[src/rtl/core/mexp_pkg.sv]
package mexp_pkg;

    // Fixed port widths of the block
    localparam int BASE_BITS      = 32;
    localparam int EXP_PORT_BITS  = 64;
    localparam int MOD_PORT_BITS  = 32;
    localparam int POWER_BITS     = 32;

    // Defaults for the top-level parameters
    localparam int MODULUS_BITS_DEF  = 32;
    localparam int EXPONENT_BITS_DEF = 64;

endpackage

[src/rtl/core/mexp_reduce.sv]
module mexp_reduce #(
    parameter int MODULUS_BITS = mexp_pkg::MODULUS_BITS_DEF
) (
    input  logic                          i_clk,
    input  logic                          i_rst_n,
    input  logic                          i_start,
    input  logic [mexp_pkg::BASE_BITS-1:0] i_value,
    input  logic [MODULUS_BITS-1:0]       i_modulus,
    output logic                          o_done,
    output logic [MODULUS_BITS-1:0]       o_result
);

    localparam int CW = $clog2(mexp_pkg::BASE_BITS + 1);

    logic [mexp_pkg::BASE_BITS-1:0] r_val, n_val;
    logic [MODULUS_BITS-1:0]        r_m;
    logic [MODULUS_BITS-1:0]        r_r, n_r;
    logic [CW-1:0]                  r_cnt;
    logic                           r_done;
    logic [MODULUS_BITS:0]          t;

    // One bit a step, most significant first: r = 2r + bit, then one subtract
    always_comb begin
        t = {r_r, r_val[mexp_pkg::BASE_BITS-1]};
        if (t >= {1'b0, r_m}) begin
            t = t - {1'b0, r_m};
        end
        n_r   = t[MODULUS_BITS-1:0];
        n_val = {r_val[mexp_pkg::BASE_BITS-2:0], 1'b0};
    end

    always_ff @(posedge i_clk) begin
        if (!i_rst_n) begin
            r_cnt  <= '0;
            r_done <= 1'b0;
        end else begin
            r_done <= 1'b0;
            if (i_start) begin
                r_cnt <= CW'(mexp_pkg::BASE_BITS);
            end else if (r_cnt != '0) begin
                r_cnt <= r_cnt - CW'(1);
                if (r_cnt == CW'(1)) begin
                    r_done <= 1'b1;
                end
            end
        end
    end

    always_ff @(posedge i_clk) begin
        if (i_start) begin
            r_val <= i_value;
            r_m   <= i_modulus;
            r_r   <= '0;
        end else if (r_cnt != '0) begin
            r_val <= n_val;
            r_r   <= n_r;
        end
    end

    assign o_done   = r_done;
    assign o_result = r_r;

endmodule

[src/rtl/core/mexp_modmul.sv]
module mexp_modmul #(
    parameter int MODULUS_BITS = mexp_pkg::MODULUS_BITS_DEF
) (
    input  logic                    i_clk,
    input  logic                    i_rst_n,
    input  logic                    i_start,
    input  logic [MODULUS_BITS-1:0] i_a,
    input  logic [MODULUS_BITS-1:0] i_b,
    input  logic [MODULUS_BITS-1:0] i_modulus,
    output logic                    o_done,
    output logic [MODULUS_BITS-1:0] o_result
);

    localparam int CW = $clog2(MODULUS_BITS + 1);

    logic [MODULUS_BITS-1:0] r_a;
    logic [MODULUS_BITS-1:0] r_b;
    logic [MODULUS_BITS-1:0] r_m;
    logic [MODULUS_BITS-1:0] r_r, n_r;
    logic [CW-1:0]           r_cnt;
    logic                    r_done;
    logic [MODULUS_BITS+1:0] t;
    logic [MODULUS_BITS+1:0] m1;
    logic [MODULUS_BITS+1:0] m2;

    // Shift-add, multiplier bits most significant first: r = 2r + bit*a,
    // which stays below 3m, so compare against m and 2m in parallel
    always_comb begin
        m1 = {2'b00, r_m};
        m2 = {1'b0, r_m, 1'b0};
        t  = {1'b0, r_r, 1'b0};
        if (r_b[MODULUS_BITS-1]) begin
            t = t + {2'b00, r_a};
        end
        if (t >= m2) begin
            t = t - m2;
        end else if (t >= m1) begin
            t = t - m1;
        end
        n_r = t[MODULUS_BITS-1:0];
    end

    always_ff @(posedge i_clk) begin
        if (!i_rst_n) begin
            r_cnt  <= '0;
            r_done <= 1'b0;
        end else begin
            r_done <= 1'b0;
            if (i_start) begin
                r_cnt <= CW'(MODULUS_BITS);
            end else if (r_cnt != '0) begin
                r_cnt <= r_cnt - CW'(1);
                if (r_cnt == CW'(1)) begin
                    r_done <= 1'b1;
                end
            end
        end
    end

    always_ff @(posedge i_clk) begin
        if (i_start) begin
            r_a <= i_a;
            r_b <= i_b;
            r_m <= i_modulus;
            r_r <= '0;
        end else if (r_cnt != '0) begin
            r_b <= {r_b[MODULUS_BITS-2:0], 1'b0};
            r_r <= n_r;
        end
    end

    assign o_done   = r_done;
    assign o_result = r_r;

endmodule

[src/rtl/core/modular_exponentiation_top.sv]
// Modular exponentiation, square-and-multiply: o_power = i_base ^ i_exponent mod i_modulus.
// Raise start with the three operands while busy is low; the item is taken at that edge and
// busy stays high until the result is out. The result appears on o_power for exactly one
// cycle with o_done high and must be captured then, as the block cannot be held off. Only
// the low EXPONENT_BITS bits of i_exponent and the low MODULUS_BITS bits of i_modulus are
// used. An exponent of zero gives 1 for every modulus; a modulus of zero, or of one with a
// nonzero exponent, gives 0. A zero exponent or modulus skips the arithmetic. Otherwise the
// run time is set by the bit-serial shift-add modular multipliers, one bit per cycle, run
// once for every exponent bit, after a bit-serial reduction of the base. A new item may be
// started in the cycle that o_done is high.
module modular_exponentiation_top #(
    parameter int MODULUS_BITS  = mexp_pkg::MODULUS_BITS_DEF,
    parameter int EXPONENT_BITS = mexp_pkg::EXPONENT_BITS_DEF
) (
    input  logic                                i_clk,
    input  logic                                i_rst_n,
    input  logic                                start,
    output logic                                busy,
    input  logic [mexp_pkg::BASE_BITS-1:0]      i_base,
    input  logic [mexp_pkg::EXP_PORT_BITS-1:0]  i_exponent,
    input  logic [mexp_pkg::MOD_PORT_BITS-1:0]  i_modulus,
    output logic                                o_done,
    output logic [mexp_pkg::POWER_BITS-1:0]     o_power
);

    localparam int SW = $clog2(EXPONENT_BITS + 1);

    localparam logic [1:0] ST_IDLE = 2'd0;
    localparam logic [1:0] ST_RED  = 2'd1;
    localparam logic [1:0] ST_MUL  = 2'd2;
    localparam logic [1:0] ST_FIN  = 2'd3;

    logic [1:0]               r_state;
    logic [EXPONENT_BITS-1:0] r_exp;
    logic [MODULUS_BITS-1:0]  r_m;
    logic [SW-1:0]            r_step;
    logic [MODULUS_BITS-1:0]  r_acc;
    logic [MODULUS_BITS-1:0]  r_sq;
    logic                     r_mstart;
    logic                     r_ezero;
    logic                     r_mzero;
    logic                     r_done;
    logic [mexp_pkg::POWER_BITS-1:0] r_power;

    logic                     accept;
    logic                     shortcut;
    logic [EXPONENT_BITS-1:0] in_exp;
    logic [MODULUS_BITS-1:0]  in_m;
    logic                     red_done;
    logic [MODULUS_BITS-1:0]  red_result;
    logic                     mul_done;
    logic [MODULUS_BITS-1:0]  mul_result;
    logic                     sqr_done;
    logic [MODULUS_BITS-1:0]  sqr_result;

    assign busy     = (r_state != ST_IDLE);
    assign accept   = start && !busy;
    assign in_exp   = i_exponent[EXPONENT_BITS-1:0];
    assign in_m     = i_modulus[MODULUS_BITS-1:0];
    // Exponent or modulus zero: the answer is known at once, skip the arithmetic
    assign shortcut = (in_exp == '0) || (in_m == '0);

    // Reduce the base below the modulus before the first square
    mexp_reduce #(
        .MODULUS_BITS (MODULUS_BITS)
    ) u_reduce (
        .i_clk     (i_clk),
        .i_rst_n   (i_rst_n),
        .i_start   (accept && !shortcut),
        .i_value   (i_base),
        .i_modulus (in_m),
        .o_done    (red_done),
        .o_result  (red_result)
    );

    // Accumulator times running square, taken only when the exponent bit is set
    mexp_modmul #(
        .MODULUS_BITS (MODULUS_BITS)
    ) u_mul (
        .i_clk     (i_clk),
        .i_rst_n   (i_rst_n),
        .i_start   (r_mstart),
        .i_a       (r_acc),
        .i_b       (r_sq),
        .i_modulus (r_m),
        .o_done    (mul_done),
        .o_result  (mul_result)
    );

    // Running square, in step with the multiply above
    mexp_modmul #(
        .MODULUS_BITS (MODULUS_BITS)
    ) u_sqr (
        .i_clk     (i_clk),
        .i_rst_n   (i_rst_n),
        .i_start   (r_mstart),
        .i_a       (r_sq),
        .i_b       (r_sq),
        .i_modulus (r_m),
        .o_done    (sqr_done),
        .o_result  (sqr_result)
    );

    // Control state
    always_ff @(posedge i_clk) begin
        if (!i_rst_n) begin
            r_state  <= ST_IDLE;
            r_mstart <= 1'b0;
            r_done   <= 1'b0;
        end else begin
            r_mstart <= 1'b0;
            r_done   <= 1'b0;
            case (r_state)
                ST_IDLE: begin
                    if (accept) begin
                        r_state <= shortcut ? ST_FIN : ST_RED;
                    end
                end
                ST_RED: begin
                    // Start the first exponent step once the base is reduced
                    if (red_done) begin
                        r_state  <= ST_MUL;
                        r_mstart <= 1'b1;
                    end
                end
                ST_MUL: begin
                    if (sqr_done) begin
                        if (r_step == SW'(1)) begin
                            r_state <= ST_FIN;
                        end else begin
                            r_mstart <= 1'b1;
                        end
                    end
                end
                ST_FIN: begin
                    // Drop the result for one cycle and free the block
                    r_done  <= 1'b1;
                    r_state <= ST_IDLE;
                end
                default: begin
                    r_state <= ST_IDLE;
                end
            endcase
        end
    end

    // Datapath: exponent shifts out one bit per step, least significant first
    always_ff @(posedge i_clk) begin
        if (accept) begin
            r_exp   <= in_exp;
            r_m     <= in_m;
            r_ezero <= (in_exp == '0);
            r_mzero <= (in_m == '0);
        end
        if (r_state == ST_RED && red_done) begin
            r_sq   <= red_result;
            // One mod one is zero
            r_acc  <= (r_m == MODULUS_BITS'(1)) ? '0 : MODULUS_BITS'(1);
            r_step <= SW'(EXPONENT_BITS);
        end
        if (r_state == ST_MUL && sqr_done) begin
            if (r_exp[0]) begin
                r_acc <= mul_result;
            end
            r_sq   <= sqr_result;
            r_exp  <= r_exp >> 1;
            r_step <= r_step - SW'(1);
        end
        if (r_state == ST_FIN) begin
            if (r_ezero) begin
                r_power <= mexp_pkg::POWER_BITS'(1);
            end else if (r_mzero) begin
                r_power <= '0;
            end else begin
                r_power <= mexp_pkg::POWER_BITS'(r_acc);
            end
        end
    end

    assign o_done  = r_done;
    assign o_power = r_power;

    // A result only follows a busy cycle
    a_done_after_busy: assert property (@(posedge i_clk) disable iff (!i_rst_n)
        o_done |-> $past(busy))
        else $error("result strobe without an item in progress");

    // Both multipliers run in lock step
    a_units_in_step: assert property (@(posedge i_clk) disable iff (!i_rst_n)
        mul_done == sqr_done)
        else $error("multiply and square units out of step");

    // Multipliers are started only during the exponent loop
    a_mstart_in_loop: assert property (@(posedge i_clk) disable iff (!i_rst_n)
        r_mstart |-> (r_state == ST_MUL))
        else $error("multiplier started outside the exponent loop");

    // An accepted item makes the block busy
    a_accept_busy: assert property (@(posedge i_clk) disable iff (!i_rst_n)
        accept |=> busy)
        else $error("accepted item did not raise busy");

endmodule

[config.mk]
export PLATFORM = sky130hd
export DESIGN_NAME = modular_exponentiation_top
export DESIGN_NICKNAME = d
export VERILOG_FILES = /design/src/rtl/core/mexp_pkg.sv /design/src/rtl/core/mexp_reduce.sv /design/src/rtl/core/mexp_modmul.sv /design/src/rtl/core/modular_exponentiation_top.sv
export SDC_FILE = /design/constraint.sdc
export NUM_CORES = 1
export LEC_CHECK = 0
export BUFFER_PORTS_ARGS = -buffer_cell sky130_fd_sc_hd__clkbuf_2
export CORE_ASPECT_RATIO = 0.6
export CORE_UTILIZATION = 63
export DETAILED_ROUTE_END_ITERATION = 10
export PLACE_DENSITY = 0.82
export RECOVER_POWER = 50
export SYNTH_ARGS = -nofsm -noshare
export SYNTH_HDL_FRONTEND = slang
export SYNTH_SLANG_ARGS = --single-unit
[constraint.sdc]
create_clock -name i_clk -period 6.2 [get_ports i_clk]
set_input_delay 1.24 -clock i_clk [delete_from_list [all_inputs] [get_ports i_clk]]
set_output_delay 1.24 -clock i_clk [all_outputs]
set_load 0.005 [all_outputs]
==> qor.yml, run 1 <==
status: "finished with violations"
violations: "design-rule violations, max-capacitance violations, max-slew violations"
critPathKind: "flip-flop to flip-flop"
slowest_stage: "a211oi_1"
die_w_um: 300
core_mm2: 0.0526
synth_top_area_cell: "edfxtp_1"
dr.pass1.iters: 9
crit_chain: "ha_1 > a211oi_1 > o21ai_0 > a22oi_1 > nor3_1 > o21ai_0 > o21ai_1 > a21oi_2 > xnor2_1 > mux2_2 > ha_1 > a21o_1 > a21oi_1 > nand2_1 > a41o_1 > o21ai_0 > o211a_2 > nand2_1 > buf_4 > mux2_2 > a21oi_1 > nor3_1"
synthFlopType: "edfxtp_1"
syn_avg_cell_area_um2: 9.80
synth_compound_area_share_pct: 17.8
hold_start: "r_acc[26]"
totalWireLength_um: 92800
drt_iter0_markers: 3280
slew_violations: 174
critPathLaunch: "u_mul.r_a[2]"
syn_to_final_growth_pct: 10.2
skew_ns: 0.0128
grt_pass1_vias: 25000
synthCells: 3426
insertion_delay_ns: 0.61
boundaryPins: 165
maxCapViolations: 5
grt_max_degree: 171
fin_nets: 3956
row_count: 65
grt_pass1_wl_um: 142000
setup_violations: 0
finalNonFillerCells: 4326
antenna_found_initial: 3
timing.final.crit_share_pct: 96.5
worstMarginPinSlew_ns: 2.19
synth.area.top_cells: "edfxtp_1 35%, dfxtp_1 9.1%, ha_1 8.7%"
cp.arrival_ns: 6.44
stdcell_area_mm2: 0.0370
crit_top_cell: "o21ai_0"
root_buffer: "clkbuf_16"
path_clk_slew_ns: 0.07
grt_overflow: 0
vias: 27300
synth_simple_gate_area_share_pct: 13.6
synth_top_area_share_pct: 35.1
viasPerCell: 6.32
hp-class: "flip-flop to flip-flop"
syn-num-nets: 3798
timing.fmax_ghz: 0.167
crit_required_ns: 6.65
hold_viol: 0
drc: 2
grt_usage_pct: 33.5
crit_fanout: 14
ys_seq_elements: 545
start_kind: "flip-flop"
yosysSeqAreaShare_pct: 44.2
netlist_area_mm2: 0.0336
yosysUniqueCellTypes: 86
setup_tns_ns: 0
min_period_ns: 5.99
n_antenna_cell: 0
dp_hpwl_um: 69900
io_buffer_count: 164
post_drt_wl_per_cell_um: 21.5
synth_adder_area_share_pct: 9.14
die_y_um: 181
gp_congestion: 1.03
start_util_pct: 63.8
layout-drive-gt1-share_pct: 12.5
synth_xor_area_share_pct: 4.90
r2r_start: "u_mul.r_a[2]"
synthMuxAreaShare_pct: 6.49
max_stage_delay_ns: 0.44
cts_tree: "done"
slew_headroom_pct: -46.0
endpoint_kind: "flip-flop"
ant_nets: 0
synth_async_sr_flop_share_pct: 0
dp.cells: 4235
dieArea_mm2: 0.0542
cts_made_buffers: 49
cts_buffer_depth: 3
synth_warnings: 0
synth_top_family_by_area: "compound AO/OA/AOI/OAI gates"
clock_sinks: 545
dpl-instance-area_mm2: 0.0353
h-tree-depth: 2
synth_edf_count: 392
nFillCells: 4007
## state kept, by name, summed over array words and instances (netlist names), 32 cells and up
signal             count
r_exp                 64
o_power               32
r_acc                 32
r_m                   32
r_sq                  32
u_mul.o_result        32
u_mul.r_a             32
u_mul.r_b             32
u_reduce.o_result     32
u_reduce.r_m          32
u_reduce.r_val        32
u_sqr.o_result        32
u_sqr.r_a             32
u_sqr.r_b             32
u_sqr.r_m             32
## critical path: cells and delay by family, from the launching register on
| kind | cells | cell delay [ns] |
|---|---|---|
| AOI/OAI and AO/OA | 12 | 3.39 |
| adders and majority gates | 2 | 0.63 |
| muxes | 2 | 0.61 |
| and+or+nand+nor | 4 | 0.47 |
| DFF | 1 | 0.40 |
| buffers and inverters | 1 | 0.23 |
| xor gates and xnor gates | 1 | 0.09 |
## final cells by class
cell class / count / area, µm² / share of cell area [%]
Multi-Input combinational cell: 2546 / 17600 / 47.4
Sequential cell: 545 / 14800 / 40.1
Clock buffer: 62 / 1330 / 3.58
Timing Repair Buffer: 223 / 1240 / 3.34
Tap cell: 703 / 880 / 2.38
Inverter: 219 / 822 / 2.22
Clock inverter: 28 / 345 / 0.933
## path summary, 6_finish.rpt
check | depth (start not counted) | slack, ns | endpoint
worst min register to register | 0 | 0.45 | u_mul.r_a[26]
worst min-delay path | 0 | 0.45 | u_mul.r_a[26]
worst max register to register | 22 | 0.21 | u_mul.o_result[10]
worst max-delay path | 22 | 0.21 | u_mul.o_result[10]
## timing repair
item | CTS | global route
setup buffers | 0 | 1
endpoints found under the setup margin | 24 | 64
resized for setup | 3 | 20
pin swaps | 0 | 3
hold buffers | 0 | 0
## stage by stage
stage          setup WS (ns)  utilization (%)  hold WS (ns)
6_report               0.214             70.3         0.447
5_1_grt              -0.0321             70.3         0.455
4_1_cts               0.0629             70.3         0.448
3_5_place_dp         -0.0298             67.1         0.432
3_3_place_gp           0.201             67.1         0.431
2_1_floorplan          0.905                -         0.418
## kinds of logic after synthesis
group	count (synthesis)
adders and majority gates	241
muxes	199
AOI/OAI and AO/OA	937
xor gates and xnor gates	188
buffers and inverters	335
DFF	545
and+or+nand+nor	981
## cells in the mapped netlist, drive strengths merged (11+ instances only)
cell type	count
a21oi	244
clkbuf	91
dfxtp	153
o21ai	235
edfxtp	392
o21a	31
and3	30
xnor2	120
o21bai	29
buf	25
a31oi	45
a21o	117
a211oi	56
a22oi	12
mux2	148
nor2b	22
a311oi	14
o211ai	31
nor3	56
nand4	38
nor4	41
xor2	68
o31ai	11
ha	234
inv	217
nand2b	18
nand2	381
nor2	205
mux2i	51
nand3	86
and2	45
a21boi	11
## layout by cell type (no fill, tap or decap), types with 22 or more instances in the layout
cell type  instances
edfxtp_1         392
nand2_1          378
a21oi_1          239
ha_1             234
o21ai_0          228
inv_1            216
nor2_1           204
dfxtp_1          152
mux2_2           147
clkbuf_2         130
xnor2_1          120
a21o_1           117
nand3_1           85
xor2_1            68
nor3_1            56
a211oi_1          53
mux2i_1           51
clkbuf_16         49
clkbuf_1          49
buf_4             48
a31oi_1           42
nor4_1            41
nand4_1           38
and2_1            30
o21a_1            30
o211ai_1          30
and3_1            29
o21bai_1          29
nor2b_1           22
## per-layer routing
layer  GRT usage, %  wire length, µm
met5              0               27
met1           52.7            43100
met3           12.1            12700
met2           43.6            35700
met4           5.45             1330
Power of run 1 is left out: the tool's default activity adds up to more than one toggle a clock period on the data nets, which glitch-free logic cannot reach.
==> inputs of run 2 (changes only) <==
--- a/config.mk
+++ b/config.mk
@@ -7,9 +7,9 @@
 export LEC_CHECK = 0
 export BUFFER_PORTS_ARGS = -buffer_cell sky130_fd_sc_hd__clkbuf_2
 export CORE_ASPECT_RATIO = 0.6
-export CORE_UTILIZATION = 63
+export CORE_UTILIZATION = 65
 export DETAILED_ROUTE_END_ITERATION = 10
-export PLACE_DENSITY = 0.82
+export PLACE_DENSITY = 0.84
 export RECOVER_POWER = 50
 export SYNTH_ARGS = -nofsm -noshare
 export SYNTH_HDL_FRONTEND = slang
==> constraint.sdc (replaced) <==
create_clock -name i_clk -period 7.4 [get_ports i_clk]
set_input_delay 1.48 -clock i_clk [delete_from_list [all_inputs] [get_ports i_clk]]
set_output_delay 1.48 -clock i_clk [all_outputs]
set_load 0.005 [all_outputs]
==> qor.yml, run 2 (same netlist as run 1, synthesis figures left out) <==
setup_ws_ns: 0.545  # was 0.214 ns
min_period_ns: 6.85  # was 5.99 ns
endpoint_kind: "flip-flop"  # unchanged
die_w_um: 295  # was 300 µm
dp_hpwl_um: 73800  # was 69900 µm
core_mm2: 0.0509  # was 0.0526 mm²
r2r_start: "u_sqr.o_result[12]"  # was u_mul.r_a[2]
slowest_stage: "o41ai_1"  # was a211oi_1
hold_viol: 0  # unchanged
die_y_um: 178  # was 181 µm
layout-drive-gt1-share_pct: 11.8  # was 12.5%
dieArea_mm2: 0.0526  # was 0.0542 mm²
fin_nets: 3934  # was 3956
grt_overflow: 0  # unchanged
h-tree-depth: 2  # unchanged
post-cts-setup-buffer-count: 0  # unchanged
critPathKind: "flip-flop to flip-flop"  # unchanged
grt_pass1_wl_um: 149000  # was 142000 µm
post_drt_wl_per_cell_um: 22.9  # was 21.5 µm
timing.fmax_ghz: 0.146  # was 0.167 GHz
crit_chain: "ha_1 > o21ai_0 > a211oi_1 > o211ai_1 > a31oi_1 > o21a_1 > o21ai_0 > o311ai_0 > ha_1 > a21oi_1 > nor2b_1 > o21ai_1 > a21oi_1 > o41ai_1 > a21oi_1 > or4_1 > buf_4 > and3_1 > mux2_1 > a211oi_2"  # was ha_1 > a211oi_1 > o21ai_0 > a22oi_1 > nor3_1 > o21ai_0 > o21ai_1 > a21oi_2 > xnor2_1 > mux2_2 > ha_1 > a21o_1 > a21oi_1 > nand2_1 > a41o_1 > o21ai_0 > o211a_2 > nand2_1 > buf_4 > mux2_2 > a21oi_1 > nor3_1
crit_fanout: 39  # was 14
rsz0062_at_grt: "no"
drc: 0  # was 2
row_count: 64  # was 65
grt_max_degree: 178  # was 171
nFillCells: 3692  # was 4007
crit_top_cell: "a21oi_1"  # was o21ai_0
ff2ff_path_depth: 20  # was 22
slew_violations: 213  # was 174
cpLargestDelayFamily: "compound AO/OA/AOI/OAI gates"  # unchanged
largest_reg_flops: 64  # unchanged
clock_sinks: 545  # unchanged
crit_required_ns: 7.92  # was 6.65 ns
drt_iter0_markers: 3187  # was 3280
gp_congestion: 1.04  # was 1.03
final_cell_mix: "392 x edfxtp_1, 379 x nand2_1, 242 x a21oi_1"  # was 392 x edfxtp_1, 378 x nand2_1, 239 x a21oi_1
cts_hold_buf: 0  # unchanged
cts_resized: 0  # was 3
start_util_pct: 65.9  # was 63.8%
n_antenna_cell: 0  # unchanged
antenna_found_initial: 2  # was 3
vias: 28100  # was 27300
totalWireLength_um: 98400  # was 92800 µm
violations: "max-capacitance violations, max-slew violations"  # was design-rule violations, max-capacitance violations, max-slew violations
timing.final.crit_share_pct: 92.6  # was 96.5%
regMostFlops: "r_exp"  # unchanged
dpl_worst_slack_ns: 0.844  # was -0.0298 ns
r2r_setup_slack_ns: 0.55  # was 0.21 ns
slew_headroom_pct: -68.0  # was -46.0%
cts_buffer_depth: 3  # unchanged
critPathLaunch: "u_sqr.o_result[12]"  # was u_mul.r_a[2]
hp-class: "flip-flop to flip-flop"  # unchanged
setup_violations: 0  # unchanged
syn_to_final_growth_pct: 9.71  # was 10.2%
hold_start: "r_acc[22]"  # was r_acc[26]
cp.arrival_ns: 7.38  # was 6.44 ns
path_depth: 20  # was 22
setup_tns_ns: 0  # unchanged
path_clk_slew_ns: 0.07  # about the same
start_kind: "flip-flop"  # unchanged
ant_nets: 0  # unchanged
skew_ns: 0.0298  # was 0.0128 ns
grt_usage_pct: 36.7  # was 33.5%
max_stage_delay_ns: 0.75  # was 0.44 ns
path_buf_inv: 1  # unchanged
mostFrequentLayoutCell: "edfxtp_1"  # unchanged
cts_made_buffers: 49  # unchanged
io_buffer_count: 164  # unchanged
boundaryPins: 165  # unchanged
hold_depth: 0  # unchanged
grt_pass1_vias: 26300  # was 25000
root_buffer: "clkbuf_16"  # unchanged
viasPerCell: 6.55  # was 6.32
maxCapViolations: 5  # unchanged
insertion_delay_ns: 0.60  # was 0.61 ns
cts_tree: "done"  # unchanged
worstMarginPinSlew_ns: 2.52  # was 2.19 ns
dr.pass1.iters: 8  # was 9
status: "finished with violations"  # unchanged
run 2: cell type report:
type	instances	area [µm²]	share of cell area, %
multi-input combinational	2546	17500	47.4
sequential	545	14800	40.3
clock buffer	59	1380	3.74
timing repair buffer	201	1060	2.87
tap	693	867	2.35
inverter	219	822	2.23
clock inverter	30	402	1.09
run 2: worst register-to-register path, stage by stage, from the launching register on:
cell and delay, ns:
dfxtp_1 0.38, ha_1 0.45, o21ai_0 0.16, a211oi_1 0.52, o211ai_1 0.37, a31oi_1 0.36, o21a_1 0.18, o21ai_0 0.11
o311ai_0 0.58, ha_1 0.42, a21oi_1 0.19, nor2b_1 0.07, o21ai_1 0.28, a21oi_1 0.15, o41ai_1 0.75, a21oi_1 0.12
or4_1 0.42, buf_4 0.30, and3_1 0.41, mux2_1 0.35, a211oi_2 0.21
run 2: per-stage QoR:
| step | instance area [µm²] | hold WS (ns) | cells | util (%) |
|---|---|---|---|---|
| 4_1_cts | 36900 | 0.448 | 4293 | 72.4 |
| 2_1_floorplan | 33600 | 0.418 | 3426 | - |
| 3_5_place_dp | 35100 | 0.426 | 4204 | 69.0 |
| 5_1_grt | 36800 | 0.456 | 4293 | 72.3 |
| 6_report | 36800 | 0.450 | 4293 | 72.3 |
| 3_3_place_gp | 35100 | 0.432 | 4204 | 69.0 |
run 2: path summary, 6_finish.rpt:
kind | to
worst max-delay path | u_sqr.o_result[0]
worst min-delay path | u_mul.r_a[22]
worst min register to register | u_mul.r_a[22]
worst max register to register | u_sqr.o_result[0]
run 2: metal layers:
layer,routed length (µm),GRT usage [%],vias up
met5,0,0,-
met3,12800,11.3,186
met2,40300,52.2,1609
li1,-,-,12900
met4,1810,7.45,0
met1,43400,54.9,13400
Power of run 2 is left out for the same reason.
